==> src/hw/rtl/vr_pkg.sv <==
// Shared widths, constants and payload types for the vector refraction block.
package vr_pkg;

  // Component format: signed Q2.(CW-2), one unit is 2^-FRAC
  localparam int CW   = 16;
  localparam int FRAC = CW - 2;

  // Intermediate widths, sized from the worst case of each step
  localparam int TERM_W  = CW + 2;        // one dot product term
  localparam int DOT_W   = CW + 3;        // dot sum and clamped cosine
  localparam int CN_W    = CW + 4;        // v + cos*n
  localparam int PERP_W  = CW + 6;        // eta*(v + cos*n)
  localparam int SQ_W    = CW + 12;       // perp_i^2
  localparam int SUMSQ_W = CW + 13;       // |perp|^2 and |1 - |perp|^2|
  localparam int RAD_W   = 2 * CW + 12;   // square root radicand, even width
  localparam int ROOT_W  = RAD_W / 2;     // root bits, one per sqrt stage
  localparam int REM_W   = ROOT_W + 3;    // partial remainder
  localparam int PAR_W   = CW + 9;        // -root*n
  localparam int FIN_W   = CW + 10;       // perp + par before saturation

  localparam logic [SUMSQ_W-1:0]       FIX_ONE = SUMSQ_W'(1) << FRAC;
  localparam logic signed [DOT_W-1:0]  COS_MAX = DOT_W'(1) << FRAC;
  localparam logic signed [FIN_W-1:0]  OUT_MAX = FIN_W'(2 ** (CW - 1) - 1);
  localparam logic signed [FIN_W-1:0]  OUT_MIN = -OUT_MAX - FIN_W'(1);

  typedef struct packed {
    logic signed [CW-1:0] incident_x;
    logic signed [CW-1:0] incident_y;
    logic signed [CW-1:0] incident_z;
    logic signed [CW-1:0] normal_x;
    logic signed [CW-1:0] normal_y;
    logic signed [CW-1:0] normal_z;
    logic        [CW-1:0] eta_ratio;
  } refr_req_t;

  typedef struct packed {
    logic signed [CW-1:0] refracted_x;
    logic signed [CW-1:0] refracted_y;
    logic signed [CW-1:0] refracted_z;
  } refr_rsp_t;

  // Values that ride alongside the square root pipeline
  typedef struct packed {
    logic [2:0][PERP_W-1:0] perp;
    logic [2:0][CW-1:0]     nrm;
  } vr_side_t;

endpackage

==> src/hw/rtl/vr_lane.sv <==
// One component lane: dot term, v + cos*n, perpendicular part and its square.
module vr_lane import vr_pkg::*; (
  input  logic                     clk,
  input  logic                     adv,
  input  logic signed [CW-1:0]     vec,
  input  logic signed [CW-1:0]     nrm,
  input  logic        [CW-1:0]     eta,
  input  logic signed [DOT_W-1:0]  cos_val,
  output logic signed [TERM_W-1:0] term,
  output logic signed [PERP_W-1:0] perp,
  output logic        [SQ_W-1:0]   sq,
  output logic signed [CW-1:0]     nrm_dly
);

  logic signed [CW-1:0]     v_d   [2];
  logic signed [CW-1:0]     n_d   [5];
  logic        [CW-1:0]     eta_d [3];
  logic signed [CN_W-1:0]   a_q;
  logic signed [PERP_W-1:0] perp_q;

  logic signed [2*CW-1:0]        vn_prod;
  logic signed [DOT_W+CW-1:0]    cn_prod;
  logic signed [CN_W-1:0]        a_next;
  logic signed [CW+CN_W:0]       pe_prod;
  logic signed [2*PERP_W-1:0]    sq_prod;

  // Products, each floored to the fixed point scale by an arithmetic shift
  assign vn_prod = vec * nrm;
  assign cn_prod = cos_val * n_d[1];
  assign a_next  = CN_W'(v_d[1]) + CN_W'(cn_prod >>> FRAC);
  assign pe_prod = $signed({1'b0, eta_d[2]}) * a_q;
  assign sq_prod = perp_q * perp_q;

  // Stage registers; the cosine comes from the registered merge stage
  always_ff @(posedge clk) begin
    if (adv) begin
      term     <= TERM_W'(vn_prod >>> FRAC);
      v_d[0]   <= vec;
      v_d[1]   <= v_d[0];
      n_d[0]   <= nrm;
      n_d[1]   <= n_d[0];
      n_d[2]   <= n_d[1];
      n_d[3]   <= n_d[2];
      n_d[4]   <= n_d[3];
      eta_d[0] <= eta;
      eta_d[1] <= eta_d[0];
      eta_d[2] <= eta_d[1];
      a_q      <= a_next;
      perp_q   <= PERP_W'(pe_prod >>> FRAC);
      perp     <= perp_q;
      sq       <= SQ_W'(sq_prod >>> FRAC);
    end
  end

  assign nrm_dly = n_d[4];

endmodule

==> config.mk <==
export PLATFORM = sky130hd
export DESIGN_NAME = vr_lane
export DESIGN_NICKNAME = d
export VERILOG_FILES = /design/src/hw/rtl/vr_pkg.sv /design/src/hw/rtl/vr_lane.sv
export SDC_FILE = /design/constraint.sdc
export NUM_CORES = 2
export LEC_CHECK = 0
export ABC_AREA = 0
export BUFFER_PORTS_ARGS = -buffer_cell sky130_fd_sc_hd__buf_2
export CORE_UTILIZATION = 56
export DETAILED_ROUTE_END_ITERATION = 8
export PLACE_DENSITY_LB_ADDON = 0.3
export SYNTH_ARGS = -nofsm -noshare
export SYNTH_HDL_FRONTEND = slang
export SYNTH_SLANG_ARGS = --single-unit
==> constraint.sdc <==
create_clock -name clk -period 30.8 [get_ports clk]
set_clock_uncertainty 0.1 [all_clocks]
set_input_delay 9.24 -clock clk [delete_from_list [all_inputs] [get_ports clk]]
set_output_delay 9.24 -clock clk [all_outputs]
set_load 0.02 [all_outputs]
==> impl_metrics.tcl <==
set metrics [dict create \
    outcome "finished with violations" \
    violations "DRC" \
    wirelength_um 117000 \
    ant_nets 0 \
    hold_start "n_d[0][4]" \
    setup_violations 0 \
    dr_total_vias 34700 \
    yosys.area.top_type "fa_1" \
    cts_hold_buf 0 \
    dieArea_um2 99300 \
    cts_tree "done" \
    antenna_found_initial 1 \
    wl_per_cell_um 17.5 \
    synth_cell_types 57 \
    core_area_um2 97000 \
    grt_pass1_vias 39300 \
    start_util_pct 56.6 \
    critPathRequiredTime_ps 31030 \
    gp_congestion 0.865 \
    cp_slowest_cell "fa_1" \
    ctsResizeCount 0 \
    cp.arrival_ps 16920 \
    synth_edf_count 270 \
    ioPinCount 153 \
    die_x_um 315 \
    synthCells 5333 \
    ys.flop_type "edfxtp_1" \
    yosysWarnings 0 \
    instances_no_fill 6668 \
    drt_iter0_markers 1749 \
    dp_cells 6606 \
    cts_buffers 36 \
    worst_slack_ps 14110 \
    min_period_ps 16690 \
    yosysTopAreaCellShare_pct 47.9 \
    clk_path_buf_depth 3 \
    worst_slew_margin_rel_pct 32.5 \
    cts.sinks 270 \
    hold_path_class "flop to flop" \
    grt_use_total_pct 25.4 \
    drc 5 \
    place_ws_ps 13430 \
    crit_type "input port to flop" \
    period_share_pct 54.2 \
    cap_violations 0 \
    hold_viol 0 \
    drt-vias-per-instance 5.21 \
    synth_seq_cells 270 \
    r2r_start "n_d[0][17]" \
    cts_root_buffer "clkbuf_16" \
    startpoint "cos_val[10]" \
    tns_ps 0 \
    globalRoute.totalOverflow 0 \
    grt_pass1_wl_um 198000 \
    slew_viol_final 0 \
    clock_latency_ps 610 \
    worst-path-max-fanout 16 \
    clkTransAtPathRegs_ps 60 \
    startpoint_type "input port" \
    dpl.hpwl_um 93900 \
    htreeDepth 2 \
    post-cts-setup-buffers 0 \
    cpMostUsedCell "fa_1" \
    synthesis.nets 7122 \
    rsz0062_at_grt "false" \
    synth_commonest_cells "1455 x inv_1, 1315 x fa_1, 649 x nand2_1" \
    synth_area_leaders "fa_1 48%, edfxtp_1 15%, inv_1 9.9%" \
    cp-end-kind "flop" \
    die_h_um 315 \
    portBuffers 152 \
    postSynthAreaPerCell_um2 10.3 \
    dr.pass1.iters 7 \
    grt_max_degree 84 \
    n_antenna_cell 0 \
    max_freq_ghz 0.0599 \
    rows 114 \
    yosysMostFrequentCell "inv_1" \
    synth_seq_area_share_pct 14.8 \
    synthArstFlopShare_pct 0 \
    slowest_delay_ps 580 \
    layout.nets 7157 \
    worst_slew_pin_slew_ps 1010 \
    syn_area_um2 54900 \
    areaGrowthSynthToFinish_pct 5.57 \
    drive_gt1_share_pct 4.91 \
]
-- path summary, 6_finish.rpt --
kind	end	slack, ps	cells past startpoint
hold reg to reg	n_d[0][20]	300	0
setup reg to reg	a_q[18]	22050	30
setup / recovery	a_q[18]	14110	31
hold / removal	n_d[0][20]	300	0
-- placed cells by master (no fill, tap or decap), drive strengths merged, types with 20 or more instances in the layout --
cell type	n
inv	1461
fa	1315
nand2	649
and2	439
ha	405
edfxtp	270
buf	190
xnor2	114
nor2	92
a21oi	72
o21ai	45
nand2b	41
clkbuf	39
xor2	37
a21o	34
nor3	24
o21a	20
-- layout make-up --
cell class / instances / area, µm²
multi-input cells: 3414 / 40600
fillers: 8057 / 39000
flip-flops and latches: 270 / 8110
inverters: 1456 / 5470
well taps: 1276 / 1600
repair buffers: 190 / 1060
clock buffers: 39 / 933
clock inverters: 23 / 260
-- per-layer routing --
metal	part of all wire (%)	vias up	GRT usage, %
li1	-	15600	-
met1	40	18000	32.3
met2	51	939	43.8
met3	5.2	223	3.43
met4	4.0	0	10.3
met5	0	-	0
-- per-stage QoR --
step	utilization, %	hold WS, ps	instance area [µm²]
global placement	58.6	301	56800
detailed placement	58.6	305	56800
global route	59.8	310	58000
finish	59.8	297	58000
CTS	59.8	299	58000
floorplan	-	300	54900
-- cell families (layout without fill, tap and decap cells) --
family,Yosys count,count (layout),share of synthesized area [%]
adder cells (fa/ha/maj),1720,1720,57.2
buffers and inverters,1649,1708,11.4
XOR/XNOR,151,151,2.41
AO/OA/AOI/OAI,228,228,2.77
flip-flops,270,270,14.8
AND/OR/NAND/NOR,1315,1315,11.5
-- state kept, by name, indices dropped and copies added (netlist names) --
name and cells:
term 18, eta_d 48, perp_q 22, perp 22, a_q 20, v_d 32
n_d 80, sq 28
-- worst max-delay path: cells and delay by family --
family          cells  cell delay [ps]
buf+inv             2              330
fa+ha+maj           8             3640
simple gates        6              600
compound gates     13             2860
xor+xnor            2              220
Power is not shown: default switching activity piles up to over one toggle a cycle in this logic, so the estimate is an artifact.
