**src/hw/rtl/vr_pkg.sv**
```systemverilog
// Shared widths, constants and payload types for the vector refraction block.
package vr_pkg;

  // Component format: signed Q2.(CW-2), one unit is 2^-FRAC
  localparam int CW   = 16;
  localparam int FRAC = CW - 2;

  // Intermediate widths, sized from the worst case of each step
  localparam int TERM_W  = CW + 2;        // one dot product term
  localparam int DOT_W   = CW + 3;        // dot sum and clamped cosine
  localparam int CN_W    = CW + 4;        // v + cos*n
  localparam int PERP_W  = CW + 6;        // eta*(v + cos*n)
  localparam int SQ_W    = CW + 12;       // perp_i^2
  localparam int SUMSQ_W = CW + 13;       // |perp|^2 and |1 - |perp|^2|
  localparam int RAD_W   = 2 * CW + 12;   // square root radicand, even width
  localparam int ROOT_W  = RAD_W / 2;     // root bits, one per sqrt stage
  localparam int REM_W   = ROOT_W + 3;    // partial remainder
  localparam int PAR_W   = CW + 9;        // -root*n
  localparam int FIN_W   = CW + 10;       // perp + par before saturation

  localparam logic [SUMSQ_W-1:0]       FIX_ONE = SUMSQ_W'(1) << FRAC;
  localparam logic signed [DOT_W-1:0]  COS_MAX = DOT_W'(1) << FRAC;
  localparam logic signed [FIN_W-1:0]  OUT_MAX = FIN_W'(2 ** (CW - 1) - 1);
  localparam logic signed [FIN_W-1:0]  OUT_MIN = -OUT_MAX - FIN_W'(1);

  typedef struct packed {
    logic signed [CW-1:0] incident_x;
    logic signed [CW-1:0] incident_y;
    logic signed [CW-1:0] incident_z;
    logic signed [CW-1:0] normal_x;
    logic signed [CW-1:0] normal_y;
    logic signed [CW-1:0] normal_z;
    logic        [CW-1:0] eta_ratio;
  } refr_req_t;

  typedef struct packed {
    logic signed [CW-1:0] refracted_x;
    logic signed [CW-1:0] refracted_y;
    logic signed [CW-1:0] refracted_z;
  } refr_rsp_t;

  // Values that ride alongside the square root pipeline
  typedef struct packed {
    logic [2:0][PERP_W-1:0] perp;
    logic [2:0][CW-1:0]     nrm;
  } vr_side_t;

endpackage

```
**src/hw/rtl/vr_out_lane.sv**
```systemverilog
// One output lane: parallel part -root*n, final sum and saturation.
module vr_out_lane import vr_pkg::*; (
  input  logic                     clk,
  input  logic                     adv,
  input  logic        [ROOT_W-1:0] root,
  input  logic signed [PERP_W-1:0] perp,
  input  logic signed [CW-1:0]     nrm,
  output logic signed [CW-1:0]     res
);

  logic signed [ROOT_W:0]      neg_root;
  logic signed [ROOT_W+CW:0]   par_prod;
  logic signed [PAR_W-1:0]     par_q;
  logic signed [PERP_W-1:0]    perp_q;
  logic signed [FIN_W-1:0]     fin;

  assign neg_root = -$signed({1'b0, root});
  assign par_prod = neg_root * nrm;

  always_ff @(posedge clk) begin
    if (adv) begin
      par_q  <= PAR_W'(par_prod >>> FRAC);
      perp_q <= perp;
    end
  end

  // Exact sum, then clamp to the component range
  assign fin = FIN_W'(perp_q) + FIN_W'(par_q);

  always_comb begin
    if (fin > OUT_MAX) begin
      res = CW'(OUT_MAX);
    end else if (fin < OUT_MIN) begin
      res = CW'(OUT_MIN);
    end else begin
      res = CW'(fin);
    end
  end

endmodule

```
**config.mk**
```make
export PLATFORM = sky130hd
export DESIGN_NAME = vr_out_lane
export DESIGN_NICKNAME = d
export VERILOG_FILES = /design/src/hw/rtl/vr_pkg.sv /design/src/hw/rtl/vr_out_lane.sv
export SDC_FILE = /design/constraint.sdc
export NUM_CORES = 1
export LEC_CHECK = 0
export BUFFER_PORTS_ARGS = -buffer_cell sky130_fd_sc_hd__buf_2
export CORE_AREA = 2 2 127 222
export CTS_CLUSTER_DIAMETER = 80
export DETAILED_ROUTE_END_ITERATION = 8
export DIE_AREA = 0 0 129 224
export PLACE_DENSITY = 0.77
export SYNTH_ARGS = -nofsm -noshare
export SYNTH_HDL_FRONTEND = slang
export SYNTH_SLANG_ARGS = --single-unit
```
**constraint.sdc**
```tcl
create_clock -name clk -period 18.05 [get_ports clk]
set_input_delay 2.7075 -clock clk [delete_from_list [all_inputs] [get_ports clk]]
set_output_delay 2.7075 -clock clk [all_outputs]
set_load 0.02 [all_outputs]
```
==> impl_metrics.py <==
metrics = {
    "synthesis": {
        "yosysTopAreaCell": "fa_1",
        "ys_ff_latch": 47,
        "synthArstFlopShare_pct": 0,
        "avgSynthCellArea_sq_um": 9.22,
        "synth_top_flop_cell": "edfxtp_1",
        "yosysUniqueCellTypes": 64,
        "syn_nets": 2283,
        "syn_area_sq_um": 16100,
        "yosys_warnings": 0,
        "synth_top_area_share_pct": 44.9,
        "ys_seq_area_share_pct": 8.79,
        "yosys-top-cells-area": "fa_1, inv_1, ha_1, edfxtp_1, and2_1",
        "synthCells": 1742,
        "synth-edff-count": 47,
    },
    "timing": {
        "finalCritPeriodShare_pct": 60.8,
        "fmax_ghz": 0.0910,
        "drv_slew": 0,
        "rsz0062_at_grt": "no",
        "max_slew_margin_pct": 29.1,
        "setup_violations": 0,
        "setup_slack_ns": 7.07,
        "tns_ns": 0,
        "min_period_ns": 10.98,
        "hold_viol_final": 0,
        "tightest_slew_ns": 1.06,
    },
    "detailed_routing": {
        "first_iter_violations": 646,
        "wire_per_inst_um": 17.9,
        "remaining_drc_errors": 0,
        "first_pass_iters": 5,
        "vias_per_cell": 5.55,
        "vias": 11900,
        "wl_um": 38500,
        "postRouteAntennaNets": 0,
    },
    "global_routing": {
        "grt_max_degree": 48,
        "antenna_found_initial": 0,
        "grt-ovfl-total": 0,
        "grt_usage_pct": 29.1,
        "first_global_vias": 13800,
        "grt_pass1_wl_um": 64800,
    },
    "min_path": {
        "min_to": "perp_q[3]",
        "min_path_type": "in -> reg",
        "min_path_cells": 1,
        "hold_start": "perp[3]",
    },
    "clock_network": {
        "cts-root-buf": "clkbuf_16",
        "tritoncts": "yes",
        "htreeDepth": 2,
        "post_cts.repair.setup_buffers": 0,
        "postCtsHoldBufs": 0,
        "cts_resized": 0,
        "cts_buffers": 5,
        "clk_pin_slew_ns": 0.07,
        "cts.sinks": 47,
        "cts.path.max_buffers": 2,
    },
    "flow_run": {
        "maxCapViolations": 0,
    },
    "layout": {
        "drive_gt1_share_pct": 6.90,
        "n_fill_cell": 2274,
        "regArea_sq_um": 1410,
        "multi_input_area_sq_um": 12800,
        "fin_area_sq_um": 16900,
        "area_growth_pct": 5.53,
        "fin_nets": 2322,
        "antennaDiodeCount": 0,
        "stdcell_count": 2151,
    },
    "placement": {
        "numPortBuffers": 77,
        "placed_cell_area_sq_um": 16800,
        "dp_slack_ns": 6.76,
        "placedCellCount": 2143,
        "gp_congestion": 0.907,
        "hpwl_um": 31700,
    },
    "floorplan": {
        "fp-row-count": 80,
        "die_w_um": 129,
        "die_y_um": 224,
        "die_area_sq_um": 28900,
        "top_level_ports": 78,
        "start_util_pct": 59.2,
        "fp.coreArea_sq_um": 27100,
    },
    "setup_path": {
        "crit_path_top_delay_cell": "or4_1",
        "critPathMaxFanout": 16,
        "critical_path_arrival_ns": 11.01,
        "crit_top_cell": "fa_1",
        "cp.required_ns": 18.08,
        "critPathLaunchType": "input port",
        "cpPeakStageDelay_ns": 0.73,
        "critPathKind": "in -> reg",
        "crit_path_end_kind": "flip-flop",
    },
    "run_status": {
        "status": "finished clean",
    },
}
## cells in the mapped netlist, types with 9 or more instances
cell and number:
nand3_1 12, fa_1 360, xor2_1 25, and2_1 154, inv_1 429, o21ai_1 9
ha_1 119, a21o_1 14, nor3_1 20, nand2b_1 9, nand2_1 218, clkbuf_1 55
a21oi_1 37, o21ai_0 29, nor2_1 55, xnor2_1 48, edfxtp_1 47
## critical path: cells and delay by family
family | cells | cell delay (ns)
xor gates and xnor gates | 1 | 0.12
and+or+nand+nor | 7 | 2.51
AOI/OAI and AO/OA | 8 | 1.85
adders and majority gates | 7 | 3.36
buffers and inverters | 6 | 0.46
## stage by stage
| step | hold slack (ns) | util [%] |
|---|---|---|
| 2_1_floorplan | 2.81 | - |
| 3_3_place_gp | 2.88 | 62.0 |
| 3_5_place_dp | 2.89 | 62.0 |
| 4_1_cts | 2.59 | 62.5 |
| 5_1_grt | 2.58 | 62.5 |
| 6_report | 2.59 | 62.5 |
## routing by layer
metal,share of wire (%),up-vias,track usage [%]
met5,0,-,0
met4,10,0,23.0
met3,3.1,210,2.20
met2,56,403,55.6
met1,31,6032,27.8
li1,-,5293,-
## state kept, by name, indices dropped and copies added, names as in the netlist
name,count
par_q,25
perp_q,22
## placed cells by master, fill, tap and decap left out, types with 8 or more instances in the layout
cell	synthesis	routed
a211oi_1	8	8
a21o_1	14	14
a21oi_1	37	37
and2_1	154	154
buf_2	1	77
buf_4	1	16
edfxtp_1	47	47
fa_1	360	360
ha_1	119	119
inv_1	429	429
nand2_1	218	218
nand2b_1	9	9
nand3_1	12	12
nor2_1	55	55
nor3_1	20	20
o21ai_0	29	29
o21ai_1	9	9
xnor2_1	48	44
xor2_1	25	25
## worst max path at each step
stage | startpoint | to | slack [ns] | depth (start not counted)
6_report | root[9] | par_q[24] | 7.07 | 29
2_1_floorplan | root[9] | par_q[24] | 7.58 | 30
3_3_place_gp | root[9] | par_q[24] | 6.97 | 29
4_1_cts | root[9] | par_q[24] | 7.05 | 29
5_1_grt | root[9] | par_q[24] | 6.55 | 29
3_5_place_dp | root[9] | par_q[24] | 6.76 | 29
## cells by family after synthesis
family | after synthesis | share of synthesized area, %
AND/OR/NAND/NOR | 507 | 15.6
multiplexers | 1 | 0.0623
adder cells (fa/ha/maj) | 479 | 54.1
flip-flops | 47 | 8.79
buffers and inverters | 490 | 11.6
AO/OA/AOI/OAI | 145 | 5.88
XOR/XNOR | 73 | 3.98
## area by class of cell
cell class	count	share of cell area [%]
multi-input cells	1205	75.6
clock buffers	6	0.760
well taps	369	2.72
inverters	429	9.50
flip-flops and latches	47	8.33
repair buffers	93	2.98
clock inverters	2	0.0738
Power is not shown: default switching activity piles up to over one toggle a cycle in this logic, so the estimate is an artifact.
