===== config.mk =====
export PLATFORM = sky130hd
export DESIGN_NAME = vr_sqrt
export DESIGN_NICKNAME = d
export VERILOG_FILES = /design/src/hw/rtl/vr_pkg.sv /design/src/hw/rtl/vr_sqrt.sv
export SDC_FILE = /design/constraint.sdc
export NUM_CORES = 2
export LEC_CHECK = 0
export ABC_CLOCK_PERIOD_IN_PS = 4100
export BUFFER_PORTS_ARGS = -buffer_cell sky130_fd_sc_hd__buf_2
export CAP_MARGIN = 20
export CORE_MARGIN = 2
export CORE_UTILIZATION = 62
export CTS_CLUSTER_SIZE = 28
export DETAILED_ROUTE_END_ITERATION = 12
export PLACE_DENSITY = 0.79
export SYNTH_ARGS = -nofsm -noshare
export SYNTH_HDL_FRONTEND = slang
export SYNTH_SLANG_ARGS = --single-unit
export TNS_END_PERCENT = 5

===== constraint.sdc =====
create_clock -name clk -period 4.1 [get_ports clk]
set_clock_uncertainty 0.1 [all_clocks]
set_input_delay 0.82 -clock clk [delete_from_list [all_inputs] [get_ports clk]]
set_output_delay 0.82 -clock clk [all_outputs]
set_load 0.01 [all_outputs]

===== src/hw/rtl/vr_pkg.sv =====
// Shared widths, constants and payload types for the vector refraction block.
package vr_pkg;

  // Component format: signed Q2.(CW-2), one unit is 2^-FRAC
  localparam int CW   = 16;
  localparam int FRAC = CW - 2;

  // Intermediate widths, sized from the worst case of each step
  localparam int TERM_W  = CW + 2;        // one dot product term
  localparam int DOT_W   = CW + 3;        // dot sum and clamped cosine
  localparam int CN_W    = CW + 4;        // v + cos*n
  localparam int PERP_W  = CW + 6;        // eta*(v + cos*n)
  localparam int SQ_W    = CW + 12;       // perp_i^2
  localparam int SUMSQ_W = CW + 13;       // |perp|^2 and |1 - |perp|^2|
  localparam int RAD_W   = 2 * CW + 12;   // square root radicand, even width
  localparam int ROOT_W  = RAD_W / 2;     // root bits, one per sqrt stage
  localparam int REM_W   = ROOT_W + 3;    // partial remainder
  localparam int PAR_W   = CW + 9;        // -root*n
  localparam int FIN_W   = CW + 10;       // perp + par before saturation

  localparam logic [SUMSQ_W-1:0]       FIX_ONE = SUMSQ_W'(1) << FRAC;
  localparam logic signed [DOT_W-1:0]  COS_MAX = DOT_W'(1) << FRAC;
  localparam logic signed [FIN_W-1:0]  OUT_MAX = FIN_W'(2 ** (CW - 1) - 1);
  localparam logic signed [FIN_W-1:0]  OUT_MIN = -OUT_MAX - FIN_W'(1);

  typedef struct packed {
    logic signed [CW-1:0] incident_x;
    logic signed [CW-1:0] incident_y;
    logic signed [CW-1:0] incident_z;
    logic signed [CW-1:0] normal_x;
    logic signed [CW-1:0] normal_y;
    logic signed [CW-1:0] normal_z;
    logic        [CW-1:0] eta_ratio;
  } refr_req_t;

  typedef struct packed {
    logic signed [CW-1:0] refracted_x;
    logic signed [CW-1:0] refracted_y;
    logic signed [CW-1:0] refracted_z;
  } refr_rsp_t;

  // Values that ride alongside the square root pipeline
  typedef struct packed {
    logic [2:0][PERP_W-1:0] perp;
    logic [2:0][CW-1:0]     nrm;
  } vr_side_t;

endpackage


===== src/hw/rtl/vr_sqrt.sv =====
// Pipelined integer square root, one root bit per stage, with sideband carry.
module vr_sqrt import vr_pkg::*; (
  input  logic               clk,
  input  logic               rst,
  input  logic               adv,
  input  logic               in_valid,
  input  logic [SUMSQ_W-1:0] mag,
  input  vr_side_t           side_in,
  output logic               out_valid,
  output logic [ROOT_W-1:0]  root,
  output vr_side_t           side_out
);

  logic               vld_w  [ROOT_W+1];
  logic [REM_W-1:0]   rem_w  [ROOT_W+1];
  logic [ROOT_W-1:0]  root_w [ROOT_W+1];
  logic [RAD_W-1:0]   rad_w  [ROOT_W+1];
  vr_side_t           side_w [ROOT_W+1];

  // Radicand is |1 - |perp|^2| shifted up by FRAC bits
  assign vld_w[0]  = in_valid;
  assign rem_w[0]  = '0;
  assign root_w[0] = '0;
  assign rad_w[0]  = RAD_W'({mag, {FRAC{1'b0}}});
  assign side_w[0] = side_in;

  for (genvar k = 0; k < ROOT_W; k++) begin : g_stage
    logic              vld;
    logic [REM_W-1:0]  rem;
    logic [ROOT_W-1:0] rt;
    logic [RAD_W-1:0]  rad;
    vr_side_t          side;
    logic [REM_W-1:0]  rem_sh;
    logic [REM_W-1:0]  trial;
    logic              take;

    // Bring down two radicand bits and try to subtract 4*root + 1
    assign rem_sh = {rem_w[k][REM_W-3:0], rad_w[k][RAD_W-1 -: 2]};
    assign trial  = REM_W'({root_w[k], 2'b01});
    assign take   = rem_sh >= trial;

    always_ff @(posedge clk) begin
      if (rst) begin
        vld <= 1'b0;
      end else if (adv) begin
        vld <= vld_w[k];
      end
    end

    always_ff @(posedge clk) begin
      if (adv) begin
        rem  <= take ? rem_sh - trial : rem_sh;
        rt   <= {root_w[k][ROOT_W-2:0], take};
        rad  <= rad_w[k] << 2;
        side <= side_w[k];
      end
    end

    assign vld_w[k+1]  = vld;
    assign rem_w[k+1]  = rem;
    assign root_w[k+1] = rt;
    assign rad_w[k+1]  = rad;
    assign side_w[k+1] = side;
  end

  assign out_valid = vld_w[ROOT_W];
  assign root      = root_w[ROOT_W];
  assign side_out  = side_w[ROOT_W];

endmodule


==> impl_metrics.yaml <==
global_route:
  grt.met2_usage_pct: 39.2
  met3_usage_pct: 3.36
  grt_max_degree: 151
  grt_pass1_vias: 56500
  grt-ovfl-total: 0
  grt_use_met1_pct: 23.2
  grt_pass1_wl_um: 314000
  grt_busiest_layer: "met2"
  antenna_found_initial: 1
  grt_usage_pct: 20.5
critical_path:
  worstPathCellList: "inv_1, ha_1, inv_1, fa_1, nor2b_1, o31ai_1, a2111oi_0, buf_4, nor3_1, o41ai_1, a21oi_1, o21a_1, mux2_2"
  start_kind: "register"
  cp_top_family: "compound AO/OA/AOI/OAI gates"
  critPathSlowestCell: "o41ai_1"
  cp_num_buf_inv: 3
  worstPathRequired_ns: 4.68
  crit_start: "g_stage[18].rt[0]"
  worstReg2RegStart: "g_stage[18].rt[0]"
  crit_top_cell: "inv_1"
  slowest_delay_ns: 0.61
  path_max_fanout: 3
  worstSetupPathType: "register to register"
  arrival_ns: 4.47
  crit_path_end_kind: "register"
synthesis:
  async_flop_share_pct: 0
  synth_edf_count: 3415
  ys_warn_count: 0
  syn_inst: 6294
  synthDistinctLibCells: 76
  syn-cell-area_mm2: 0.121
  synth_top_area_share_pct: 84.6
  syn-num-nets: 6709
  yosysTopAreaCell: "edfxtp_1"
  synthFlopType: "edfxtp_1"
  syn_avg_cell_area_um2: 19.3
  ys_seq_area_share_pct: 84.9
  ys_ff_latch: 3437
  ys_top_cells_by_area: "edfxtp_1 (85%), ha_1 (2.7%), xor2_1 (1.2%), xnor2_1 (1.1%), inv_1 (1.0%)"
clock_tree:
  cts_resized: 0
  clk_pin_slew_ns: 0.06
  clockRootBuffer: "clkbuf_16"
  cts_buffers: 341
  cts_sinks: 3437
  cts-hold-fix-buffers: 139
  post_cts_buffers: 0
  htree_levels: 5
  cts_max_path_buffers: 4
  cts_tree: "done"
  worst_skew_pair.late_latency_ns: 0.98
flow_run:
  drv_cap: 0
die:
  start_util_pct: 62.3
  die_w_um: 446
  io_pins: 284
  row_count: 162
  die_area_mm2: 0.199
  die_h_um: 446
  coreArea_mm2: 0.195
placed_design:
  place_area_mm2: 0.127
  hpwl_um: 109000
  place_congestion: 0.940
  place.port_buffers: 283
layout:
  area_growth_pct: 14.5
  nets: 7519
  fin_area_mm2: 0.139
  drive_above_1_share_pct: 12.6
timing:
  maxSlewHeadroom_pct: 37.5
  finalSetupTns_ns: 0
  period_needed_ns: 3.89
  min_period_over_period_pct: 94.8
  max_freq_mhz: 257
  maxSlewViolCount: 0
  hold_viol: 0
  rsz0062_at_grt: "no"
  setup_viol: 0
  tightest_slew_ns: 0.936
pwr:
  p_per_area_mw_per_mm2: 569
  pwr-share-comb_pct: 7.3
  switching_share_pct: 21.9
  intPower_mw: 61.8
  p_leak_nw: 50.1
  peakVddDrop_mv: 0.480
  clkPwrFrac_pct: 38.2
  power_frac_seq_pct: 54.5
  power.total_mw: 79.1
  p_sw_mw: 17.3
hold_path:
  hold_path.class: "input pin to register"
  min-delay-start: "side_in[9]"
drt:
  wire_per_inst_um: 20.3
  dr.pass1.iters: 8
  drcViolationCount: 0
  wirelength_um: 201000
  num_vias: 54100
  viasPerCell: 5.47
  dr.first_iter.drc_count: 4040
  ant_nets: 0
outcome:
  status: "finished, final reports clean"
[layer usage]
metal | wire (um) | share of wire (%) | vias to the layer above
met2 | 114000 | 57 | 1188
met3 | 7260 | 3.6 | 343
li1 | - | - | 25800
met1 | 74100 | 37 | 26800
met4 | 5500 | 2.7 | 0
met5 | 0 | 0 | -
[stage by stage]
step           hold slack (ns)  worst slack (ns)  utilization, %  instances
2_1_floorplan            0.300             0.672               -       6294
3_3_place_gp             0.300             0.412            65.2       9163
3_5_place_dp             0.305             0.360            65.2       9163
4_1_cts                 0.0129             0.347            71.4       9898
5_1_grt                 0.0138            0.0487            71.4       9901
6_report                0.0727             0.214            71.4       9901
[power groups by stage]
stage / clock network, mW / logic, mW / registers (mW)
floorplan: 0 / 3.71 / 43.3
global placement: 0 / 5.36 / 43.6
detailed placement: 0 / 5.55 / 43.8
CTS: 31.0 / 5.72 / 43.2
global route: 32.2 / 6.44 / 43.4
finish: 30.2 / 5.74 / 43.1
[cell type report]
cell class / count / area, um^2
diodes: 2 / 5.00
repair buffers: 532 / 4010
clock buffers: 419 / 9060
inverters: 336 / 1260
flip-flops and latches: 3437 / 103000
well taps: 2542 / 3180
multi-input cells: 2456 / 16800
clock inverters: 177 / 1610
fillers: 11200 / 55700
[cells in the final DEF (no fill, tap or decap), drive strengths merged, types with 20 or more instances in the layout]
master          n
xor2          172
clkinv        130
a21oi         248
clkbuf        419
mux2i          29
a21o           83
nand2b         46
nor2b          41
nand4          20
dlygate4sd3   139
nand3          52
nand2         259
nor2          274
a211oi         27
ha            262
o21a           47
edfxtp       3415
or4            32
nor3           99
o31ai          26
bufinv         30
o21ai         217
or2            24
buf           393
dfxtp          22
mux2           34
nor4           46
xnor2         159
or3            34
o21bai         23
inv           342
[logic make-up after synthesis]
group	share of synthesized area, %
buffers and inverters	1.25
AND/OR/NAND/NOR	4.02
multiplexers	0.555
other	0.00309
XOR/XNOR	2.39
adder cells (fa/ha/maj)	2.80
flip-flops	84.9
AO/OA/AOI/OAI	4.06
[final timing paths]
path,cells past startpoint,endpoint,slack [ns]
worst max-delay path,13,g_stage[19].rem[22],0.21
worst min-delay path,1,g_stage[0].side[9],0.07
worst max register to register,13,g_stage[19].rem[22],0.21
worst min register to register,0,g_stage[2].rad[20],0.26
[Yosys cell counts (25+ instances only)]
library cell	count
edfxtp_1	3415
inv_1	335
nor2_1	274
ha_1	262
nand2_1	259
a21oi_1	248
o21ai_0	217
xor2_1	172
xnor2_1	159
nor3_1	99
a21o_1	83
clkbuf_1	54
nand3_1	52
o21a_1	47
nand2b_1	46
nor4_1	46
nor2b_1	41
mux2_2	34
or3_1	34
mux2i_1	29
or4_1	29
a211oi_1	27
o31ai_1	25
[registers in the layout (all words and copies together), names as in the netlist]
| signal | flops |
|---|---|
| g_stage.side | 2394 |
| g_stage.rem | 444 |
| g_stage.rt | 231 |
| g_stage.rad | 210 |
| side_out | 114 |
| root | 22 |
| g_stage.vld | 21 |
| out_valid | 1 |
Note: power is estimated with default switching activity, not from simulation.
